`config.mk`:
```
export PLATFORM = sky130hd
export DESIGN_NAME = sbpq_ctrl
export DESIGN_NICKNAME = d
export VERILOG_FILES = /design/src/rtl/sbpq_pkg.sv /design/src/rtl/sbpq_ctrl.sv
export SDC_FILE = /design/constraint.sdc
export NUM_CORES = 2
export LEC_CHECK = 0
export ABC_AREA = 1
export BUFFER_PORTS_ARGS = -buffer_cell sky130_fd_sc_hd__buf_2
export CAP_MARGIN = 30
export CORE_MARGIN = 2
export CORE_UTILIZATION = 55
export CTS_CLUSTER_DIAMETER = 150
export CTS_CLUSTER_SIZE = 16
export DETAILED_ROUTE_END_ITERATION = 12
export PLACE_DENSITY = 0.78
export SLEW_MARGIN = 40
export SYNTH_ARGS = -nofsm -noshare
export SYNTH_HDL_FRONTEND = slang
export SYNTH_SLANG_ARGS = --single-unit
```
`constraint.sdc`:
```
create_clock -name clk -period 11.9 [get_ports clk]
set_input_delay 1.19 -clock clk [delete_from_list [all_inputs] [get_ports clk]]
set_output_delay 1.19 -clock clk [all_outputs]
set_load 0.1 [all_outputs]
```
`src/rtl/sbpq_pkg.sv`:
```
package sbpq_pkg;

  localparam int DATA_BINS = 8;
  localparam int BIN_DEPTH = 64;
  localparam int LARGE_PACKET_BYTES = 1460;

  localparam int NBINS = DATA_BINS + 1;
  localparam int NENTRIES = NBINS * BIN_DEPTH;
  localparam int BIN_W = $clog2(NBINS);
  localparam int OFF_W = $clog2(BIN_DEPTH);
  localparam int CNT_W = $clog2(BIN_DEPTH + 1);
  localparam int ADDR_W = $clog2(NENTRIES);
  localparam int CFG_IDX_W = 3;
  localparam int CFG_DATA_W = 40;

  // Descriptor word: id, arrival slack, size, enqueue time.
  localparam int ENTRY_W = 12 + 40 + 16 + 40;

  typedef enum logic [CFG_IDX_W-1:0] {
    CFG_TX_COST   = 3'd0,
    CFG_BOUND     = 3'd1,
    CFG_CAPACITY  = 3'd2,
    CFG_CTRL_EN   = 3'd3,
    CFG_CTRL_END  = 3'd4
  } cfg_idx_t;

  typedef enum logic [2:0] {
    KIND_ENQ     = 3'd0,
    KIND_ENQ_DROP = 3'd1,
    KIND_DEQ     = 3'd2,
    KIND_EMPTY   = 3'd3,
    KIND_REFUSED = 3'd4
  } kind_t;

  typedef enum logic [2:0] {
    ST_IDLE,
    ST_COST,
    ST_CLASSIFY,
    ST_READ,
    ST_WRITE,
    ST_OUT
  } state_t;

  typedef struct packed {
    logic [11:0] id;
    logic [39:0] slack;
    logic [15:0] size;
    logic [39:0] tstamp;
  } entry_t;

  typedef struct packed {
    logic        opcode;
    logic [11:0] packet_id;
    logic [39:0] slack_in;
    logic [15:0] size_bytes;
    logic [39:0] now_time;
  } req_t;

  typedef struct packed {
    logic [2:0]  result_kind;
    logic [11:0] packet_id_out;
    logic [39:0] slack_out;
    logic [15:0] size_out;
    logic [3:0]  bin_index;
    logic [25:0] total_bytes;
  } resp_t;

endpackage

```
`src/rtl/sbpq_ctrl.sv`:
```
module sbpq_ctrl (
  input  logic                           clk,
  input  logic                           rst,
  input  logic                           cfg_we,
  input  logic [sbpq_pkg::CFG_IDX_W-1:0] cfg_index,
  input  logic [sbpq_pkg::CFG_DATA_W-1:0] cfg_data,
  input  logic                           in_valid,
  output logic                           in_ready,
  input  sbpq_pkg::req_t                 req,
  output logic                           out_valid,
  input  logic                           out_ready,
  output sbpq_pkg::resp_t                resp,
  output logic                           mem_we,
  output logic [sbpq_pkg::ADDR_W-1:0]    mem_waddr,
  output sbpq_pkg::entry_t               mem_wdata,
  output logic [sbpq_pkg::ADDR_W-1:0]    mem_raddr,
  input  sbpq_pkg::entry_t               mem_rdata
);
  localparam int NB = sbpq_pkg::NBINS;
  localparam int BW = sbpq_pkg::BIN_W;
  localparam int OW = sbpq_pkg::OFF_W;
  localparam int CW = sbpq_pkg::CNT_W;
  localparam int AW = sbpq_pkg::ADDR_W;

  // Configuration registers.
  logic [23:0] tx_cost;
  logic [39:0] bound_step;
  logic [6:0]  bin_cap;
  logic        ctrl_en;
  logic [39:0] ctrl_end;

  always_ff @(posedge clk) begin
    if (rst) begin
      tx_cost    <= 24'd52429;
      bound_step <= 40'd125000000;
      bin_cap    <= 7'd64;
      ctrl_en    <= 1'b0;
      ctrl_end   <= '0;
    end else if (cfg_we) begin
      case (sbpq_pkg::cfg_idx_t'(cfg_index))
        sbpq_pkg::CFG_TX_COST:  tx_cost    <= cfg_data[23:0];
        sbpq_pkg::CFG_BOUND:    bound_step <= cfg_data[39:0];
        sbpq_pkg::CFG_CAPACITY: bin_cap    <= cfg_data[6:0];
        sbpq_pkg::CFG_CTRL_EN:  ctrl_en    <= cfg_data[0];
        sbpq_pkg::CFG_CTRL_END: ctrl_end   <= cfg_data[39:0];
        default: ;
      endcase
    end
  end

  // Per-bin bookkeeping, small enough for flip-flops.
  logic [OW-1:0] bin_head [NB];
  logic [CW-1:0] bin_count [NB];
  logic [25:0]   held_bytes;

  sbpq_pkg::state_t state, state_next;
  sbpq_pkg::req_t   rq;
  logic [39:0]      cost;
  logic [BW-1:0]    sel_bin;
  logic             drop;
  logic             is_enq_ok;
  logic [OW-1:0]    wr_off;
  sbpq_pkg::resp_t  resp_q;
  sbpq_pkg::resp_t  resp_pend;
  sbpq_pkg::resp_t  resp_next;
  logic [25:0]      held_next;

  // Effective capacity, clamped to 1..BIN_DEPTH.
  logic [CW-1:0] cap_eff;
  always_comb begin
    if (bin_cap == 7'd0) begin
      cap_eff = CW'(1);
    end else if (32'(bin_cap) > sbpq_pkg::BIN_DEPTH) begin
      cap_eff = CW'(sbpq_pkg::BIN_DEPTH);
    end else begin
      cap_eff = CW'(bin_cap);
    end
  end

  // Signed sum of arrival slack and cost, 42 bits.
  logic signed [41:0] cur;
  assign cur = $signed({{2{rq.slack_in[39]}}, rq.slack_in}) + $signed({2'b00, cost});

  // Bin search: one bound compare per cycle with a running bound.
  logic [45:0] bound_acc;
  logic        bound_below;
  assign bound_below = $signed({2'b00, bound_acc[39:0]}) < cur && bound_acc[45:40] == '0;

  // Lowest non-empty bin for dequeue.
  logic [BW-1:0] deq_bin;
  logic          any_nonempty;
  always_comb begin
    deq_bin = '0;
    any_nonempty = 1'b0;
    for (int i = NB - 1; i >= 0; i--) begin
      if (bin_count[i] != '0) begin
        deq_bin = BW'(i);
        any_nonempty = 1'b1;
      end
    end
  end

  logic ctrl_route;
  assign ctrl_route = ctrl_en && (32'(rq.size_bytes) < sbpq_pkg::LARGE_PACKET_BYTES) &&
                      (rq.now_time < ctrl_end);

  logic [OW-1:0] head_sel;
  logic [CW-1:0] cnt_sel;
  assign head_sel = bin_head[sel_bin];
  assign cnt_sel  = bin_count[sel_bin];

  function automatic logic [AW-1:0] slot_addr(input logic [BW-1:0] b,
                                               input logic [OW-1:0] off);
    slot_addr = AW'(32'(b) * sbpq_pkg::BIN_DEPTH + 32'(off));
  endfunction

  // Next state.
  always_comb begin
    state_next = state;
    unique case (state)
      sbpq_pkg::ST_IDLE:     if (in_valid) state_next = sbpq_pkg::ST_COST;
      sbpq_pkg::ST_COST:     state_next = rq.opcode ? sbpq_pkg::ST_READ
                                                    : sbpq_pkg::ST_CLASSIFY;
      sbpq_pkg::ST_CLASSIFY: begin
        if (ctrl_route || !(32'(sel_bin) < sbpq_pkg::DATA_BINS && bound_below)) begin
          state_next = sbpq_pkg::ST_READ;
        end
      end
      sbpq_pkg::ST_READ:     state_next = sbpq_pkg::ST_WRITE;
      sbpq_pkg::ST_WRITE:    state_next = sbpq_pkg::ST_OUT;
      sbpq_pkg::ST_OUT:      if (!out_valid || out_ready) state_next = sbpq_pkg::ST_IDLE;
      default:               state_next = sbpq_pkg::ST_IDLE;
    endcase
  end

  // Outputs of the state machine.
  always_comb begin
    in_ready  = 1'b0;
    mem_raddr = slot_addr(sel_bin, head_sel);
    mem_we    = 1'b0;
    mem_waddr = slot_addr(sel_bin, wr_off);
    mem_wdata = '{id: rq.packet_id, slack: rq.slack_in, size: rq.size_bytes,
                  tstamp: rq.now_time};
    unique case (state)
      sbpq_pkg::ST_IDLE:  in_ready = 1'b1;
      sbpq_pkg::ST_READ:  mem_raddr = rq.opcode ? slot_addr(sel_bin, head_sel)
                                                : slot_addr(sel_bin, OW'(head_sel + OW'(cnt_sel - CW'(1))));
      sbpq_pkg::ST_WRITE: mem_we = is_enq_ok;
      default: ;
    endcase
  end

  // Waiting-time deduction with saturation.
  logic signed [42:0] deq_slack;
  assign deq_slack = $signed({{3{mem_rdata.slack[39]}}, mem_rdata.slack}) -
                     ($signed({3'b000, rq.now_time}) - $signed({3'b000, mem_rdata.tstamp}));
  logic [39:0] deq_slack_sat;
  always_comb begin
    if (deq_slack > 43'sd549755813887) begin
      deq_slack_sat = 40'h7F_FFFF_FFFF;
    end else if (deq_slack < -43'sd549755813888) begin
      deq_slack_sat = 40'h80_0000_0000;
    end else begin
      deq_slack_sat = deq_slack[39:0];
    end
  end

  // Result of the item in the write-back cycle.
  always_comb begin
    resp_next = '0;
    held_next = held_bytes;
    if (!rq.opcode) begin
      if (!is_enq_ok) begin
        resp_next.result_kind = sbpq_pkg::KIND_REFUSED;
      end else if (drop) begin
        resp_next.result_kind   = sbpq_pkg::KIND_ENQ_DROP;
        resp_next.packet_id_out = mem_rdata.id;
        resp_next.size_out      = mem_rdata.size;
        resp_next.bin_index     = 4'(sel_bin);
        held_next = held_bytes - 26'(mem_rdata.size) + 26'(rq.size_bytes);
      end else begin
        resp_next.result_kind = sbpq_pkg::KIND_ENQ;
        resp_next.bin_index   = 4'(sel_bin);
        held_next = held_bytes + 26'(rq.size_bytes);
      end
    end else if (!any_nonempty) begin
      resp_next.result_kind = sbpq_pkg::KIND_EMPTY;
    end else begin
      resp_next.result_kind   = sbpq_pkg::KIND_DEQ;
      resp_next.packet_id_out = mem_rdata.id;
      resp_next.slack_out     = (sel_bin == '0) ? mem_rdata.slack : deq_slack_sat;
      resp_next.size_out      = mem_rdata.size;
      resp_next.bin_index     = 4'(sel_bin);
      held_next = held_bytes - 26'(mem_rdata.size);
    end
    resp_next.total_bytes = held_next;
  end

  logic out_v;
  always_ff @(posedge clk) begin
    if (rst) begin
      state      <= sbpq_pkg::ST_IDLE;
      out_v      <= 1'b0;
      held_bytes <= '0;
      for (int i = 0; i < NB; i++) begin
        bin_head[i]  <= '0;
        bin_count[i] <= '0;
      end
    end else begin
      state <= state_next;
      if (state == sbpq_pkg::ST_OUT && (!out_v || out_ready)) begin
        out_v <= 1'b1;
      end else if (out_ready) begin
        out_v <= 1'b0;
      end
      unique case (state)
        sbpq_pkg::ST_IDLE: begin
          if (in_valid) begin
            rq <= req;
          end
        end
        sbpq_pkg::ST_COST: begin
          cost      <= 40'((({24'd0, rq.size_bytes}) * {16'd0, tx_cost}) >> 16);
          sel_bin   <= rq.opcode ? deq_bin : BW'(1);
          bound_acc <= {6'd0, bound_step};
          drop      <= 1'b0;
          is_enq_ok <= 1'b0;
        end
        sbpq_pkg::ST_CLASSIFY: begin
          if (ctrl_route) begin
            sel_bin <= '0;
          end else if (32'(sel_bin) < sbpq_pkg::DATA_BINS && bound_below) begin
            sel_bin   <= sel_bin + BW'(1);
            bound_acc <= bound_acc + {6'd0, bound_step};
          end
        end
        sbpq_pkg::ST_READ: begin
          if (!rq.opcode) begin
            if (sel_bin == '0) begin
              is_enq_ok <= 32'(cnt_sel) < sbpq_pkg::BIN_DEPTH;
              wr_off    <= OW'(head_sel + OW'(cnt_sel));
            end else begin
              is_enq_ok <= 1'b1;
              drop      <= cnt_sel >= cap_eff;
              wr_off    <= (cnt_sel >= cap_eff) ? OW'(head_sel + OW'(cnt_sel - CW'(1)))
                                                : OW'(head_sel + OW'(cnt_sel));
            end
          end
        end
        sbpq_pkg::ST_WRITE: begin
          resp_pend  <= resp_next;
          held_bytes <= held_next;
          if (!rq.opcode) begin
            if (is_enq_ok && !drop) begin
              bin_count[sel_bin] <= cnt_sel + CW'(1);
            end
          end else if (any_nonempty) begin
            bin_count[sel_bin] <= cnt_sel - CW'(1);
            bin_head[sel_bin]  <= OW'(head_sel + OW'(1));
          end
        end
        sbpq_pkg::ST_OUT: begin
          // The result moves on only once the output register is free.
          if (!out_v || out_ready) resp_q <= resp_pend;
        end
        default: ;
      endcase
    end
  end

  assign out_valid = out_v;
  assign resp = resp_q;
endmodule

```
Yosys cells after proc, flatten, opt, wreduce, memory -nomap -nowiden
Memories as Yosys holds them, arrays and structs flattened. A register that Yosys moved wholly into a read port is not among the register bits. Index checks and enable logic that the tools add are counted.

Output and inout port bits: 232. Memories: 2. Logic and storage cells: 209. Latch bits: 0. Bits in registers: 535. Memory bits (read-only): 0. Input bits: 265. Bits in writable memories: 117.

$mul: 1. Bitwise gates (word level): 3. Div/mod/pow operators: 0. $add $sub $neg: 16. Shifts and indexed selects: 0. Magnitude comparators: 9. Reduce and logical (&&, ||, !) cells: 46. Mux-type cells: 84. Equality and inequality tests: 17.

Memories: bin_count (words 9, width 7, rd ports 10, clocked after memory_dff 1, wr ports 9, line sbpq_ctrl.sv:53) `logic [CW-1:0] bin_count [NB];`; bin_head (words 9, width 6, rd ports 1, clocked after memory_dff 1, wr ports 9, line sbpq_ctrl.sv:52) `logic [OW-1:0] bin_head [NB];`.

Operator list (count): 40-bit two-way mux (3); 26-bit two-way mux (4); 46-bit two-way mux (2); 46-bit one-hot mux with 2 select lines (1); 72-bit two-way mux (1); 4-bit two-way mux (16); 7-bit nonzero test (9); 26-bit by 16-bit adder with 26-bit output (2); 46-bit by 40-bit adder with 46-bit output (1); 42-bit by 40-bit > comparator with 1-bit output, second input constant (1); 42-bit by 40-bit less-than comparator with 1-bit output, second input constant (1); 40-bit by 41-bit subtractor with 42-bit output (1); 40-bit by 25-bit adder with 41-bit output (1); 41-bit less-than comparator (1); 40-bit by 40-bit subtractor with 41-bit output (1); 40-bit less-than comparator (1); 16-bit by 24-bit multiplier with 40-bit output (1); 20-bit two-way mux (2); 1-bit two-way mux (34); 10-bit by 6-bit adder with 10-bit output (3); 7-bit two-way mux (4); 26-bit by 16-bit subtractor with 26-bit output (1); 12-bit two-way mux (2); 10-bit two-way mux (2); other kinds (38) (81).

Depth between registers and ports, before layout
An unclocked memory read counts as a cell.

Depth after elaboration: 19. Depth in mapped cells: 34. Mapped depth without buffers: 32.

Least setup slack after synthesis
No wires, ideal clock.

Kind: in2reg. Start: input port rst. End: register rq, in the netlist mem_wdata[0] (enable). Path slack: -0.887 ns. Required time: 11.055 ns. Setup time: 0.845 ns. Buffers on the path: 2. Arrival time: 11.942 ns. Stages on the path: 3. Path through: clkbuf_1 > clkbuf_1 > nor4_1.

Longest elaborated chain between the ends: 2.

Ends and longest elaborated chain: start: declaration (line sbpq_ctrl.sv:3) `input logic rst,`; 1-bit inverter (no line); 3-bit AND reduction (no line); end signal: assignment (line sbpq_ctrl.sv:219) `rq <= req;`; end: declaration (line sbpq_ctrl.sv:57) `sbpq_pkg::req_t rq;`.

Every way passes these cells. A chain may end at the register's enable or synchronous reset.

Worst setup path after layout
Start: register rq, in the netlist mem_wdata[43]. End: register cost[14], data pin.

Longest elaborated chain between the ends: 1.

Ends and longest elaborated chain: 16-bit by 24-bit multiplier with 40-bit output (line sbpq_ctrl.sv:223) `cost <= 40'((({24'd0, rq.size_bytes}) * {16'd0, tx_cost}) >> 16);`; end signal: assignment (line sbpq_ctrl.sv:223); end: declaration (line sbpq_ctrl.sv:58) `logic [39:0] cost;`.

Every way passes these cells.

==> run_results.csv <==
group,metric,value,unit
sta,fin_crit_sh,60.1,%
place,io_buffers,496,
floorplanning,die_h,320,µm
power,clkPwrFrac,15.8,%
global_routing,grtUsageMet2,55.4,%
clock_network,numCtsBuffers,52,
place,dp_hpwl,150,mm
sta,hold_viol,0,
sta,drv_slew,0,
global_routing,track_usage,36.8,%
critical_path,crit_arrival,7.60,ns
clock_network,clock-root-buffer,"clkbuf_16",
routing,wire_per_inst,22.9,µm
logic_synthesis,syn_avg_cell_area,8.41,µm²
routing,finalWirelength,190,mm
logic_synthesis,ys_seq_area_share,38.1,%
sta,fin_skew,0.0440,ns
logic_synthesis,synth_xor_area_share,2.94,%
global_routing,grt-busiest-layer,"met2",
critical_path,cp-start-kind,"register",
floorplanning,core_area,99700,µm²
global_routing,grt.met1_usage,51.7,%
power,combPwrFrac,55.2,%
floorplanning,die_area,103000,µm²
floorplanning,die_w,320,µm
routing,drt_pass1_iterations,6,
clock_network,cts_hold_buf,0,
clock_network,clock-sinks,747,
sta,slew_headroom,37.5,%
global_routing,antenna_found_initial,10,
logic_synthesis,syn_area,55100,µm²
clock_network,path_clk_slew,0.12,ns
job,cap_viol_max_count,0,
floorplanning,rows,116,
global_routing,grt_max_degree,83,
routing,via_per_inst,5.83,
critical_path,crit_chain,"buf_6, buf_6, nand2_1, fa_1, inv_1, fa_1, inv_1, fa_1, inv_1, fa_1, inv_1, fa_1, inv_1, fa_1, ha_1, nand2_1, nor2_1, or3b_2, o21ai_1, a21boi_0, o21ai_1, a21oi_1, xnor2_1",
place,gp_congestion,1.04,
sta,finalSetupViolCount,0,
routing,vias,48219,
logic_synthesis,synth_edf_count,601,
clock_network,postCtsSetupRepairBufs,0,
global_routing,grt_overflow,0,
routing,drc,0,
logic_synthesis,synth_top_area_cell,"edfxtp_1",
clock_network,cts.htree.levels,2,
final_layout,area_growth,9.58,%
critical_path,crit_slowest_cell,"edfxtp_1",
global_routing,grt_pass1_vias,46319,
logic_synthesis,yosys-top-cells-count,"nand2_1 (1,353), inv_1 (1,015), nor2_1 (740), edfxtp_1 (601), o21ai_0 (443)",
sta,max_freq,140,MHz
logic_synthesis,yosys.area_share.simple,18.4,%
sta,min_period,7.15,ns
min_path,min_path_type,"reg -> reg",
power,p_per_area,191,nW/µm²
global_routing,grt_pass1_wl,284,mm
logic_synthesis,ys_types,54,
final_layout,drive_above_1_share,9.99,%
logic_synthesis,syn_inst,6548,
power,sw_frac_of_total,46.8,%
power,peakVddDrop,0.734,mV
sta,tns,0,ns
final_layout,fin_util,60.5,%
final_layout,nNetsFinal,7889,
clock_network,cts_resized,0,
critical_path,critPathMostFrequentCell,"fa_1",
floorplanning,io_pins,497,
final_layout,fillCellCount,8640,
logic_synthesis,synth_seq_cells,747,
global_routing,met3_usage,8.32,%
logic_synthesis,yosys.cell_count.top_type,"nand2_1",
power,p_sw,5.39,mW
logic_synthesis,syn_nets,7514,
critical_path,cp_max_fo,13,
logic_synthesis,synth_ff_type,"edfxtp_1",
power,seqPwrFrac,29.0,%
clock_network,cts_tree,"yes",
logic_synthesis,synth_compound_area_share,11.6,%
routing,first_iter_violations,5560,
power,leakagePower,27.6,nW
sta,tightest_slew,0.936,ns
logic_synthesis,async_flop_share,0,%
logic_synthesis,synth_fa_ha_area_share,20.2,%
routing,ant_nets,0,
sta,rsz0062_at_grt,"no",
logic_synthesis,synth_top_family_by_area,"adder cells",
logic_synthesis,ys_top_cells_by_area,"edfxtp_1 (33%), fa_1 (11%), nand2_1 (9.2%)",
power,intPower,6.12,mW
outcome,status,"complete, no violations",
clock_network,clock_path_buffers,3,
critical_path,critPathCaptureType,"register",
floorplanning,start_util,55.2,%
critical_path,critical-path-max-stage-delay,0.69,ns
logic_synthesis,yosys_warnings,0,
critical_path,crit_required,12.35,ns
logic_synthesis,synth_mux_area_share,0,%
logic_synthesis,synth_top_area_share,32.8,%
clock_network,clock_latency,0.71,ns
critical_path,path_class,"reg -> reg",
## through the flow
| step | cell area (µm²) | cells | setup WS [ns] | hold WS, ns | total power, mW |
|---|---|---|---|---|---|
| floorplan | 55100 | 6548 | 2.80 | 0.400 | 7.75 |
| global placement | 58600 | 8163 | 4.77 | 0.400 | 9.48 |
| detailed placement | 58800 | 8167 | 4.95 | 0.405 | 9.56 |
| CTS | 60300 | 8265 | 4.85 | 0.419 | 11.4 |
| global route | 60300 | 8268 | 4.47 | 0.424 | 12.3 |
| finish | 60300 | 8274 | 4.75 | 0.417 | 11.5 |
## sequential cells by signal (all words and copies together), names as in the netlist, 3 cells and up, named ones only
register	flops
resp	101
sel_bin	4
resp_pend	101
bin_count	112
bin_cap	7
cost	24
mem_wdata	108
bin_head	96
ctrl_end	40
bound_acc	46
held_bytes	26
state	3
wr_off	6
bound_step	40
tx_cost	24
## area by class of cell
type / count / area (µm²) / share of cell area (%)
Antenna cell: 9 / 22.5 / 0.0373
Clock buffer: 94 / 1460 / 2.42
Clock inverter: 4 / 86.3 / 0.143
Inverter: 1033 / 3880 / 6.43
Multi-Input combinational cell: 4543 / 29400 / 48.7
Sequential cell: 747 / 21000 / 34.8
Tap cell: 1298 / 1620 / 2.69
Timing Repair Buffer: 546 / 2890 / 4.79
## power by group through the flow
| stage | registers (mW) | logic (mW) | clock network (mW) |
|---|---|---|---|
| 5_1_grt | 3.34 | 7.03 | 1.92 |
| 3_3_place_gp | 3.40 | 6.08 | 0 |
| 4_1_cts | 3.34 | 6.24 | 1.83 |
| 2_1_floorplan | 3.51 | 4.24 | 0 |
| 3_5_place_dp | 3.40 | 6.16 | 0 |
| 6_report | 3.34 | 6.35 | 1.82 |
## worst max-delay path, delay by kind of cell (launching register included)
family	cells	cell delay, ns
AO/OA/AOI/OAI	4	1.07
XOR/XNOR	1	0.14
adder cells (fa/ha/maj)	7	3.47
buffers and inverters	7	0.72
flip-flops	1	0.69
AND/OR/NAND/NOR	4	0.77
## per-layer routing
layer	vias to the layer above	share of wire (%)	wire, µm
li1	22168	-	-
met1	22967	41	77900
met2	2682	43	82500
met3	396	11	21100
met4	6	4.4	8380
met5	-	0.019	36
## cells by family after synthesis
logic type | after synthesis
and+or+nand+nor | 2516
xor gates and xnor gates | 183
adders and majority gates | 701
DFF | 747
AOI/OAI and AO/OA | 1143
buffers and inverters | 1258
## layout by cell type (no fill, tap or decap), types with 52 or more instances in the layout
master     instances
buf_2            496
a21oi_1          411
nand2_1         1353
ha_1             388
fa_1             313
inv_1           1013
xnor2_1           71
o21ai_0          442
a31oi_1           61
xor2_1           110
clkbuf_16         52
nor2_1           736
edfxtp_1         601
dfxtp_1          140
nand3_1          234
## final timing paths
check	end	slack, ns	depth (start not counted)	startpoint
setup / recovery	cost[14]	4.75	23	mem_wdata[43]
hold / removal	resp[49]	0.42	0	resp_pend[49]
setup reg to reg	cost[14]	4.75	23	mem_wdata[43]
hold reg to reg	resp[49]	0.42	0	resp_pend[49]
(Power assumes the default switching activity.)
