`src/rtl/sbpq_ram.sv`:
```
module sbpq_ram #(
  parameter int WIDTH = 8,
  parameter int DEPTH = 16
) (
  input  logic                     clk,
  input  logic                     we,
  input  logic [$clog2(DEPTH)-1:0] waddr,
  input  logic [WIDTH-1:0]         wdata,
  input  logic [$clog2(DEPTH)-1:0] raddr,
  output logic [WIDTH-1:0]         rdata
);
  logic [WIDTH-1:0] mem [DEPTH];

  always_ff @(posedge clk) begin
    if (we) begin
      mem[waddr] <= wdata;
    end
    rdata <= mem[raddr];
  end
endmodule

```
`config.mk`:
```
export PLATFORM = sky130hd
export DESIGN_NAME = sbpq_ram
export DESIGN_NICKNAME = d
export VERILOG_FILES = /design/src/rtl/sbpq_ram.sv
export SDC_FILE = /design/constraint.sdc
export NUM_CORES = 1
export LEC_CHECK = 0
export BUFFER_PORTS_ARGS = -buffer_cell sky130_fd_sc_hd__buf_2
export CORE_ASPECT_RATIO = 1.4
export CORE_UTILIZATION = 35
export DETAILED_ROUTE_END_ITERATION = 12
export SYNTH_ARGS = -nofsm -noshare
export SYNTH_HDL_FRONTEND = slang
export SYNTH_SLANG_ARGS = --single-unit
```
`constraint.sdc`:
```
create_clock -name clk -period 4 [get_ports clk]
set_input_delay 0.6 -clock clk [delete_from_list [all_inputs] [get_ports clk]]
set_output_delay 0.6 -clock clk [all_outputs]
set_load 0.01 [all_outputs]
```
Word level (Yosys, flattened, before mapping)

Memory sizes are Yosys's and may differ from the RTL's. A register that Yosys moved wholly into a read port is not among the register bits.
Cells that the tools add are included.

Register bits: 0
RAM bits: 128
Input port bits: 18
Output and inout port bits: 8
Logic and storage cells: 3
Memories kept: 1

Memory list:

| memory | depth | width | rd ports | clocked after memory_dff | wr ports | RTL line | source |
|---|---|---|---|---|---|---|---|
| mem    | 16    | 8     | 1        | 1                        | 1        | 12       | `logic [WIDTH-1:0] mem [DEPTH];` |

Muxes and demuxes: 2

Operators by type and width:

| operator         | count |
|---|---|
| 1-bit 2-to-1 mux | 2 |

Logic depth before layout (Yosys ltp)

Gate-level depths: netlist of the first run.

Depth after elaboration: 2
Depth in mapped cells: 5
Gate-level depth less buffers: 3

Worst setup path after synthesis of the first run

No wires, ideal clock.

Kind: in2reg
Start point: input port waddr[2]
End point: memory mem[0][0] (enable)
Setup time: 0.383 ns
Arrival: 1.710 ns
Required time: 3.617 ns
Setup slack: 1.907 ns
Cell stages on the path: 2
Buffers on the path: 0
Cells stage by stage: or3b_2 nor3_1

RTL lines:

| what        | RTL line | source |
|---|---|---|
| from (decl) | 7        | `input logic [$clog2(DEPTH)-1:0] waddr,` |
| to (decl)   | 12       |  |

Straight into the memory's write port.

==> results of run 1 <==
[routing by layer]
layer / wire length (um) / vias to the layer above
met5: 0 / -
met4: 133 / 0
met3: 457 / 12
met2: 5040 / 81
met1: 4280 / 1218
li1: - / 1048
[metrics by stage]
step                      instance area [sq um]  worst slack (ns)  power [W]  hold slack, ns
after floorplan                            5150              1.91    0.00171           0.629
after global placement                     5460              1.58    0.00178           0.653
after detailed placement                   5460              1.55    0.00178           0.662
after CTS                                  6030              1.99    0.00328           0.569
after global routing                       6030              1.86    0.00335           0.571
final                                      6030              1.99    0.00325           0.589
[cells in the mapped netlist]
cell type          n
and2b_1            1
clkdlybuf4s25_2    3
nor2b_1            1
nor3_1             4
buf_4              1
dfxtp_1            8
nand3_1            1
edfxtp_1         128
mux4_2            18
or3b_2             1
nand2b_1           2
a22oi_1           16
buf_6              3
mux4_1            14
nor2_1            13
nand2_1            9
and2_1             1
buf_2              3
nand3b_1           2
[kinds of logic (layout without fill, tap and decap cells)]
group / Yosys count / count (layout) / share of synthesized area (%)
and+or+nand+nor: 35 / 35 / 3.18
DFF: 136 / 136 / 77.8
muxes: 32 / 32 / 15.0
buffers and inverters: 10 / 60 / 1.68
AOI/OAI and AO/OA: 16 / 16 / 2.33
[final timing paths]
kind,from,endpoint,cells after the start
min,wdata[7],mem[3][7],1
max,raddr[0],rdata[1],5
min reg2reg,mem[15][4],rdata[4],3
max reg2reg,mem[1][3],rdata[3],3
[worst max-delay path, stage by stage]
cell,delay [ns]
buf_2,0.30
buf_4,0.37
mux4_1,0.61
a22oi_1,0.30
nand2_1,0.10
[power groups by stage]
stage	Clock [W]	Sequential, W	Combinational, W
after floorplan	0	0.00163	0.0000809
after detailed placement	0	0.00163	0.000147
after CTS	0.00153	0.00160	0.000146
final	0.00151	0.00160	0.000144
after global placement	0	0.00163	0.000144
after global routing	0.00159	0.00161	0.000157
[cell type report]
class,instances,area [sq um],share of cell area [%]
Clock inverter,10,129,2.14
Sequential cell,136,4000,66.4
Tap cell,189,236,3.92
Multi-Input combinational cell,83,1070,17.7
Clock buffer,21,440,7.30
Timing Repair Buffer,29,155,2.57
[state kept, by name, summed over array words and instances, names as in the netlist]
signal and cells:
rdata 8, mem 128
==> run summary, run 1 <==
The run finished with clean final reports. Counting along the longest clock path gives a buffer depth of 2. The number of top-level design ports is 26.

The initial standard-cell utilization of the core came out at around 36%. After floorplanning, the core was divided into between 50 and 60 placement rows. The clock sink count came out at 136.

The count of nets left with antenna violations once routing finished came out at 0. The number of nets at the end of the flow came out at between 200 and 300. Yosys attributes the largest share of cell area to edfxtp_1 75%, mux4_2 7.9%, mux4_1 7.1%, dfxtp_1 3.1%, a22oi_1 2.3%. The clock network accounts for 46.3% of the total power.

Cells with a size suffix above 1 make up 26.9% of the layout. The minimum clock period after layout came out at 2.01 ns. The vertical die dimension is ~150 um. The largest net degree at the start of global routing is 33. The fraction of met1 tracks used by global routing came out at between 10% and 20%. Cells fill between 40% and 50% of the core in the end. The cell sitting at the root of the clock tree is a clkbuf_16.

Dividing the final minimum period by the clock period gives 50.2%. The routability-driven placement congestion ratio came out at 0.697. The path class of the tightest hold or removal check is primary input to register. The post-route non-filler standard cell count came out at about 470. Measured along the x axis, the die boundary spans 104 um. The register-to-register setup slack is 2.58 ns. The port buffer count came out at 25. The cell count after placement is 437. The detailed-route DRC error count is 0. The filler cells instantiated in the layout total 1229. The largest area contributor in the synthesized netlist is edfxtp_1. The area inside the core boundary came out at ~0.014 sq mm.

The leakage power is 1.99 nW. The number of H-tree levels is 4. Dividing the detail-routed via count by the number of cells gives 5.04. In the layout the commonest cells are 128 x edfxtp_1, 25 x buf_2, 18 x mux4_2. Setup repair after global routing left no endpoint under its margin.

The number of max-slew violations in the final report is 0. Averaged over all synthesized cells, the footprint is 22.5 sq um. The total of hold buffers inserted after clock tree synthesis came out at 0. The proportion of power drawn by flip-flops and latches is 49.3%.

The net count after synthesis came out at between 200 and 250. Before antenna repair, the detailed router went through 4 iterations. The clock tree skew after final layout came out at approximately 0.0091 ns. The clock latency of the later-clocked register in the worst-skew pair is 0.41 ns. The worst setup path is of the primary input to register kind.

STA classifies the critical path endpoint as a register. The leading cell type in the layout, fill and taps excluded is edfxtp_1. The TritonCTS buffer count is 17. At the pin with the least slew margin, the transition time is approximately 0.94 ns. The data arrival time of the critical path came out at ~2.3 ns.

The summed instance area of the synthesized netlist is 0.00515 sq mm. The global-route wire length before repair came out at 15.3 mm. The CTS tree is built. The initial detailed-routing violation count is about 150. The setup TNS came out at 0 ns. The global-route usage over all layers came out at ~14%. After legalization and detailed placement, the total HPWL measured 6.50 mm.

The part of the Yosys area used for sequential elements came out at roughly 80%. The number of register bits inferred by synthesis is 136. Across the run, the number of max-cap violations was 0. The final wirelength is 9.91 mm. Internal power comes to between 0.002 and 0.003 W. The switching power as a share of total power came out at 19.4%. The number of antenna repair diodes came out at 0. The share of the synthesized area in the top cell type is ~75%.

The combinational share of power is 4.4%. The number of buffers added for setup after CTS is 0. The number of endpoints failing setup at the final stage is 0. The startpoint class of the critical path is a primary input. Global routing used 4.66% of the available met3 tracks. Along the worst path, the maximum fanout reaches 16.

The via total after detailed routing came out at 2359. The relative area change from synthesis to final layout is 17.2%. The worst slew margin relative to its limit is 37.4%. The number of cells produced by synthesis is 229. The areal power density over the cells is 539 mW/mm^2. The required time of the critical path came out at 4.29 ns. Based on the critical path, the design can be clocked at up to 498 MHz.

After global routing, the most crowded layer is met2. After global routing the overflow that remains totals 0. The met2 track demand over resource is 23.4%. The number of global-route vias before repair is between 2000 and 3000. The number of warning messages in the yosys log came out at 0. The area of the die is 0.0152 sq mm.

The wire length per cell after detailed routing came out at around 21 um. The count of final hold-check violations is 0. The clock-pin slew reported for the worst setup and hold paths after clock tree synthesis came out at 0.06 ns. The worst voltage drop across the vdd grid is 264 uV. The number of antenna violations at the first check in global routing is 0. The count of different cell masters after synthesis came out at 19. In this run, post-CTS repair resized a total of 0 instances. The net switching power is around 0.00063 W.
No activity file was read; power rests on OpenSTA's default activity.
==> run 2: changes to the inputs <==
--- a/config.mk
+++ b/config.mk
@@ -5,6 +5,7 @@
 export SDC_FILE = /design/constraint.sdc
 export NUM_CORES = 1
 export LEC_CHECK = 0
+export ABC_AREA = 1
 export BUFFER_PORTS_ARGS = -buffer_cell sky130_fd_sc_hd__buf_2
 export CORE_ASPECT_RATIO = 1.4
 export CORE_UTILIZATION = 35
==> constraint.sdc (replaced) <==
create_clock -name clk -period 2.1 [get_ports clk]
set_input_delay 0.315 -clock clk [delete_from_list [all_inputs] [get_ports clk]]
set_output_delay 0.315 -clock clk [all_outputs]
set_load 0.01 [all_outputs]
==> run summary, run 2 <==
The critical path in this run is classified as register to primary output. The area of the die came out at 0.0170 sq mm (+12%). The largest net degree at the start of global routing is 65 (+97%). The vertical die dimension came to 154 um (+5.8%). The number of antenna repair diodes came out at 0 (unchanged). The wire length per cell after detailed routing is 16.2 um (-23%).

The number of endpoints failing setup at the final stage is 0 (unchanged). The total design power is 0.00660 W (+100%). The clock latency of the later-clocked register in the worst-skew pair came out at 0.41 ns (about the same). The net count after synthesis is 569 (+130%). The leftover overflow at the end of global routing is 0 (unchanged). The TritonCTS buffer count came out at 17 (unchanged). TritonCTS built the clock tree. The number of cells produced by synthesis came out at 551 (+140%).

The initial detailed-routing violation count came to 228 (+48%). The total half-perimeter wirelength after legalization and detailed placement was 8.16 mm (+26%). The number of max-slew violations in the final report came out at 0 (unchanged). The number of vias per cell came out at 4.71 (-6.5%).

The total of hold buffers inserted after clock tree synthesis is 0 (unchanged). The peak clock frequency supported by timing came out at 779 MHz. The via total after detailed routing came out at 3767 (+60%). The most common cell in the synthesized netlist is nand2_1. The number of flip-flops under the largest register name is 128 (unchanged). The worst slew margin relative to its limit came out at 53.7% (+16 points). The signal on the critical path passes through buf_2. The relative area change from synthesis to final layout is 17.1% (about the same). The clock-pin slew reported for the worst setup and hold paths after clock tree synthesis came to 0.06 ns (about the same). Setup repair after global routing left no endpoint under its margin.

The wire length on met2 came out at 6.78 mm (+35%). The flow ran to the end, and the final reports show no timing, DRC or antenna violations. In this run the critical register-to-register path is launched from mem[5][1]. The clock sink count was 136 (unchanged). The post-route clock period utilization came out at 61.1%.

By count the netlist is led by 173 x nand2_1, 128 x edfxtp_1, 100 x inv_1. The largest registers in the layout are mem (128), rdata (8). The number of top-level design ports came out at 26 (unchanged). The most used flip-flop cell after synthesis is edfxtp_1.

The part of the Yosys area used for sequential elements is 69.4% (-8.4 points). The min-delay analysis places its worst path in the category primary input to register. The register-to-register setup slack came out at 1.02 ns (-1.56 ns).

The routability-driven placement congestion ratio is 0.821 (+18%). The library cell used most frequently in the layout, excluding fill and tap cells, is nand2_1. The required time of the critical path came out at 1.78 ns (-2.51 ns). The count of flip-flops with a built-in enable after synthesis came out at 128 (unchanged). The number of H-tree levels came out at 4 (unchanged). The clock tree skew after final layout is 0.00822 ns (-0.000888 ns). The logic depth of the worst path, buffers included is 1 (-4). The fraction of layout instances using a drive strength above 1 is 12.2% (-15 points).

The global-route wire length before repair is 20.5 mm (+34%). The count of different cell masters after synthesis is 12 (-7). The first-pass iteration count of the detailed router came out at 4 (unchanged). The routed design could run at a clock period as short as 1.28 ns.

Of all cell types, the one taking the most synthesized area is edfxtp_1. The share of the synthesized area in the top cell type came out at 66.7% (-8.0 points). The final wirelength came out at 13.0 mm (+31%). The post-synthesis async set-or-reset flop share was 0% (unchanged). The number of register bits inferred by synthesis is 136 (unchanged). The data arrival time of the critical path is 0.97 ns (-1.32 ns). The row count is 55 (+5.8%). The transition time of the tightest slew-check pin is 0.692 ns (-0.243 ns). The placed cell area was 0.00612 sq mm (+12%). The detailed-route DRC error count came out at 0 (unchanged). The worst voltage drop across the vdd grid is 506 uV (+91%). The root buffer cell is clkbuf_16. The areal power density over the cells is 977 mW/mm^2 (+81%).

The routed length on met3 was 651 um (+42%). The port buffer count came out at 25 (unchanged). The largest fanout on the critical path is 1 (-15).

The endpoint identified for the worst register-to-register timing path is rdata[1]. The reported max-cap violation count is 0 (unchanged). The worst setup path is captured at a primary output. The number of buffers added for setup after CTS was 0 (unchanged). For this design, the slowest cell found on the critical path is dfxtp_1. The summed instance area of the synthesized netlist came out at 0.00577 sq mm (+12%). The worst setup path is launched from a register. The library cells used most frequently in the layout, excluding fill and tap cells, are 173 x nand2_1, 128 x edfxtp_1, 100 x inv_1. The initial standard-cell utilization of the core was 35.7% (-0.14 points). The leakage power is 2.92 nW (+47%). The global-route usage over all layers is 16.3% (+2.1 points). The final non-filler cell area came to 0.00675 sq mm (+12%). The number of nets at the end of the flow is 605 (+110%). The most critical setup path has its endpoint at rdata[0]. The count of antenna-violating nets left after detailed routing came to 0 (unchanged).

The horizontal die dimension came out at 110 um (+5.7%). The count of final hold-check violations is 0 (unchanged). Broken down by cell family, the worst path's largest delay share belongs to flip-flops. The setup TNS is 0 ns (unchanged). The delay of the slowest cell on the worst path is 0.39 ns (-0.22 ns). The worst reg-to-reg path cell count came out at 6 (+3). Yosys attributes the largest share of cell area to edfxtp_1 67%, nand2_1 11%, nand3_1 8.4%, inv_1 6.5%, dfxtp_1 2.8%. The first element of the critical path is rdata[0]. The routed metal-1 wire length came out at 4.94 mm (+15%).

The number of resized instances in the post-cts repair step came to 0 (unchanged). The largest register by flop count is mem. The tightest hold margin came to 0.280 ns (-0.309 ns). The number of global-route vias before repair is 3775 (+48%).

The number of buffers between clock root and the deepest sink is 2 (unchanged). The post-synthesis area per instance came out at 10.5 sq um (-53%). The buffer and inverter count on the worst path came out at 1 (-1).

The number of antenna violations at the first check in global routing was 0 (unchanged). The number of warning messages in the yosys log came out at 0 (unchanged). The area inside the core boundary came to 0.0162 sq mm (+12%).

The highest layer touched by signal routing is met4.
[run 2: power breakdown]
part	internal [W]	switching (W)
registers	0.00304	0.0000182
clock network	0.00209	0.00108
logic	0.000108	0.000263
total	0.00524	0.00136
[run 2: logic make-up (layout without fill, tap and decap cells)]
kind of cell	after synthesis	after routing	share of synthesized area [%]
buf+inv	126	175	9.52
simple gates	289	289	21.0
flops	136	136	69.4
[run 2: through the flow]
step           cells  setup WS (ns)  util, %
5_1_grt          799          0.773     41.8
4_1_cts          799          0.764     41.8
3_5_place_dp     767          0.510     37.8
3_3_place_gp     767          0.537     37.8
2_1_floorplan    551          0.834        -
6_report         799          0.817     41.8
[run 2: cell type report]
cell class | instances | area, sq um
timing repair buffer | 41 | 270
clock inverter | 14 | 205
sequential | 136 | 4000
tap | 199 | 249
inverter | 102 | 383
fill | 1478 | 9420
clock buffer | 18 | 429
multi-input combinational | 289 | 1210
[run 2: metal layers]
metal  vias up  track usage (%)
li1       1842                -
met1      1780             17.7
met2       111             28.7
met3        34             4.22
met4         0             9.59
met5         -                0
[run 2: how the worst min path moves through the flow]
| stage | startpoint | slack (ns) | to | cells after the start |
|---|---|---|---|---|
| 2_1_floorplan | wdata[0] | 0.41 | mem[0][0] | 0 |
| 3_3_place_gp | mem[10][6] | 0.63 | rdata[6] | 6 |
| 3_5_place_dp | mem[10][6] | 0.66 | rdata[6] | 6 |
| 4_1_cts | raddr[3] | 0.26 | rdata[6] | 3 |
| 5_1_grt | raddr[3] | 0.27 | rdata[6] | 3 |
| 6_report | raddr[3] | 0.28 | rdata[6] | 3 |
==> run 3: changes to the inputs <==
--- a/config.mk
+++ b/config.mk
@@ -5,7 +5,7 @@
 export SDC_FILE = /design/constraint.sdc
 export NUM_CORES = 1
 export LEC_CHECK = 0
-export ABC_AREA = 1
+export ABC_AREA = 0
 export BUFFER_PORTS_ARGS = -buffer_cell sky130_fd_sc_hd__buf_2
 export CORE_ASPECT_RATIO = 1.4
 export CORE_UTILIZATION = 35
==> constraint.sdc (replaced) <==
create_clock -name clk -period 1.25 [get_ports clk]
set_input_delay 0.1875 -clock clk [delete_from_list [all_inputs] [get_ports clk]]
set_output_delay 0.1875 -clock clk [all_outputs]
set_load 0.01 [all_outputs]
==> run summary, run 3 (same netlist as run 1, synthesis figures left out) <==
The highest metal layer used by the detailed router is met4. The number of buffers between clock root and the deepest sink is 2 (unchanged). The number of antenna violations at the first check in global routing came out at 0 (unchanged). The number of global-route vias before repair is 2726 (-28%).

The library cells used most frequently in the layout, excluding fill and tap cells, are 128 x edfxtp_1, 29 x mux4_2, 29 x buf_4. The number of max-slew violations in the final report came to 0 (unchanged). The number of endpoints failing setup at the final stage is 0 (unchanged). The delay of the slowest cell on the worst path was 0.48 ns (+0.09 ns).

In this run the worst setup path begins at mem[0][5]. The number of nets at the end of the flow came out at 317 (-48%). The worst hold path begins at wdata[2]. The TritonCTS buffer count is 17 (unchanged). The transition time of the tightest slew-check pin was 0.947 ns (+0.255 ns). The clock latency of the later-clocked register in the worst-skew pair came out at 0.41 ns (about the same). The reg-to-reg critical path startpoint is mem[0][5]. The worst reg-to-reg path cell count is 3 (-3). The tightest hold margin is 0.153 ns (-0.127 ns). The peak clock frequency supported by timing came out at around 800 MHz. The relative area change from synthesis to final layout is 24.6%.

The final wirelength is 10.1 mm (-22%). The switching power as a share of total power was 19.1% (-1.5 points). The routed metal-1 wire length is 4.16 mm (-16%).

The number of flip-flops under the largest register name came out at 128 (unchanged). The portion of total power attributed to the clock network is 46.2% (-1.9 points). The final cell utilization of the core came out at 44.6% (+2.9 points). The wire length on met2 was 5.32 mm (-22%). The via total after detailed routing is 2450 (-35%). The initial standard-cell utilization of the core came out at 35.8% (+0.14 points). The largest fanout on the critical path is 1 (unchanged). The number of H-tree levels is 4 (unchanged).

The count of antenna-violating nets left after detailed routing is 0 (unchanged). The area of the die is 0.0152 sq mm (-11%). In this run the worst hold path is classified as primary input to register. The number of buffers added for setup after CTS is 0 (unchanged). For the finished layout, the period the worst path requires is 1.25 ns. The net switching power came out at 0.00203 W (+49%).

The area inside the core boundary came out at 0.0144 sq mm (-11%). Setup repair after global routing could not meet its margin everywhere. The setup TNS was 0 ns (unchanged). The number of vias per cell came out at 4.89 (+3.7%).

The wire length per cell after detailed routing is 20.2 um (+24%). The row count is 52 (-5.5%). The global-route wire length before repair is 15.8 mm (-23%). The root buffer cell chosen for the clock tree is clkbuf_16. The worst slew margin relative to its limit came out at 36.6% (-17 points). The reg-to-reg endpoint is rdata[5]. The global-route usage over all layers is 14.7% (-1.6 points). The highest-delay cell along the critical path is mux4_2. The total half-perimeter wirelength after legalization and detailed placement is 6.95 mm (-15%). The total of hold buffers inserted after clock tree synthesis came out at 0 (unchanged).

The clock-pin slew reported for the worst setup and hold paths after clock tree synthesis came out at 0.05 ns (about the same). The number of top-level design ports came out at 26 (unchanged). TritonCTS built the clock tree. The clock tree skew after final layout came out at 0.00555 ns (-0.00268 ns). The cell depth of the worst hold path came out at 1 (-2). The leftover overflow at the end of global routing was 0 (unchanged). The cell-internal power was 0.00856 W (+64%). The port buffer count came to 25 (unchanged). The areal power density over the cells was 1650 mW/mm^2 (+69%). The run finished with clean final reports. The clock sink count is 136 (unchanged). The proportion of power drawn by flip-flops and latches is 48.5% (+2.2 points). The combinational share of power came out at 5.3% (-0.3 points). The post-route clock period utilization is between 90% and 100%.

The routability-driven placement congestion ratio came to 0.756 (-7.9%). The required time of the critical path is 1.55 ns (-0.23 ns). The horizontal die dimension came out at 104 um (-5.4%). The number of antenna repair diodes came to 0 (unchanged). The first-pass iteration count of the detailed router is 4 (unchanged). The vertical die dimension came out at 145 um (-5.5%). The worst voltage drop across the vdd grid came out at 901 uV (+78%). By startpoint and endpoint, the worst setup path is classified as register to register. The largest net degree at the start of global routing came out at 17 (-74%). The largest registers in the layout are mem (128), rdata (8). The fraction of layout instances using a drive strength above 1 came out at 42.9% (+31 points). The routed length on met3 was 401 um (-38%).

The data arrival time of the critical path came to 1.55 ns (+0.58 ns). The worst setup path is captured at a register. The detailed-route DRC error count is 0 (unchanged). The leakage power is 2.16 nW (-26%).

Ranked by flip-flop count, first place goes to mem. The count of final hold-check violations is 0 (unchanged). The startpoint class of the critical path is a register. The path with the worst hold slack has its endpoint at mem[13][2]. The reported max-cap violation count was 0 (unchanged). The total design power was 0.0106 W (+61%). The register-to-register setup slack came out at 0.001 ns (-1.02 ns).

The initial detailed-routing violation count is 141 (-38%). Leaving out fill and tap cells, the most frequent cell in the layout is edfxtp_1. Walking the worst path, the cells encountered are mux4_2, a22oi_2, nand2_1.
-- run 3: changes by cell type in the layout (fill, tap and decap cells not counted), moves of 6 or more --
cell      delta
inv_1      -100
mux4_2      +29
nand3_1     -96
nand2_1    -164
nor2_1       -7
clkbuf_1     +6
a22oi_2     +11
buf_4       +15
-- run 3: worst max path at each step --
stage | end | slack (ns) | depth (start not counted)
after global routing | rdata[1] | -0.04 | 3
final | rdata[5] | 0.001 | 3
after floorplan | rdata[4] | -0.05 | 5
after global placement | rdata[4] | -0.35 | 5
after CTS | rdata[1] | -0.01 | 3
after detailed placement | rdata[4] | -0.37 | 5
-- run 3: metal layers --
layer | GRT usage (%) | up-vias
li1 | - | 1097
met4 | 7.50 | 0
met5 | 0 | -
met3 | 3.94 | 13
met2 | 24.9 | 69
met1 | 17.2 | 1271
-- run 3: repair_timing --
item | 4_1_cts | 5_1_grt
pin swaps | 1 | 4
endpoints found under the setup margin | 6 | 8
gates resized for setup | 8 | 7
-- run 3: worst max-delay path, delay by kind of cell (launching register included) --
family             cells  cell delay [ns]
and+or+nand+nor        1             0.08
muxes                  1             0.48
DFF                    1             0.39
AOI/OAI and AO/OA      1             0.19
-- run 3: stage by stage --
step | area [sq um] | instances | setup slack, ns
after global routing | 6420 | 501 | -0.0376
after detailed placement | 5790 | 469 | -0.368
after floorplan | 5190 | 229 | -0.0502
after CTS | 6400 | 501 | -0.0146
after global placement | 5790 | 469 | -0.349
final | 6420 | 501 | 0.00125
-- run 3: final cells by class --
cell class / instances / area [sq um]
Clock buffer: 29 / 520
Clock inverter: 3 / 65.1
Timing Repair Buffer: 61 / 483
Tap cell: 189 / 236
Fill cell: 1199 / 7960
Multi-Input combinational cell: 83 / 1110
Sequential cell: 136 / 4000
-- run 3: power groups by stage --
stage / sequential [W] / clock, W / combinational (W)
detailed placement: 0.00523 / 0 / 0.000545
CTS: 0.00514 / 0.00497 / 0.000562
floorplan: 0.00523 / 0 / 0.000281
global placement: 0.00523 / 0 / 0.000533
finish: 0.00514 / 0.00490 / 0.000559
global route: 0.00514 / 0.00514 / 0.000606
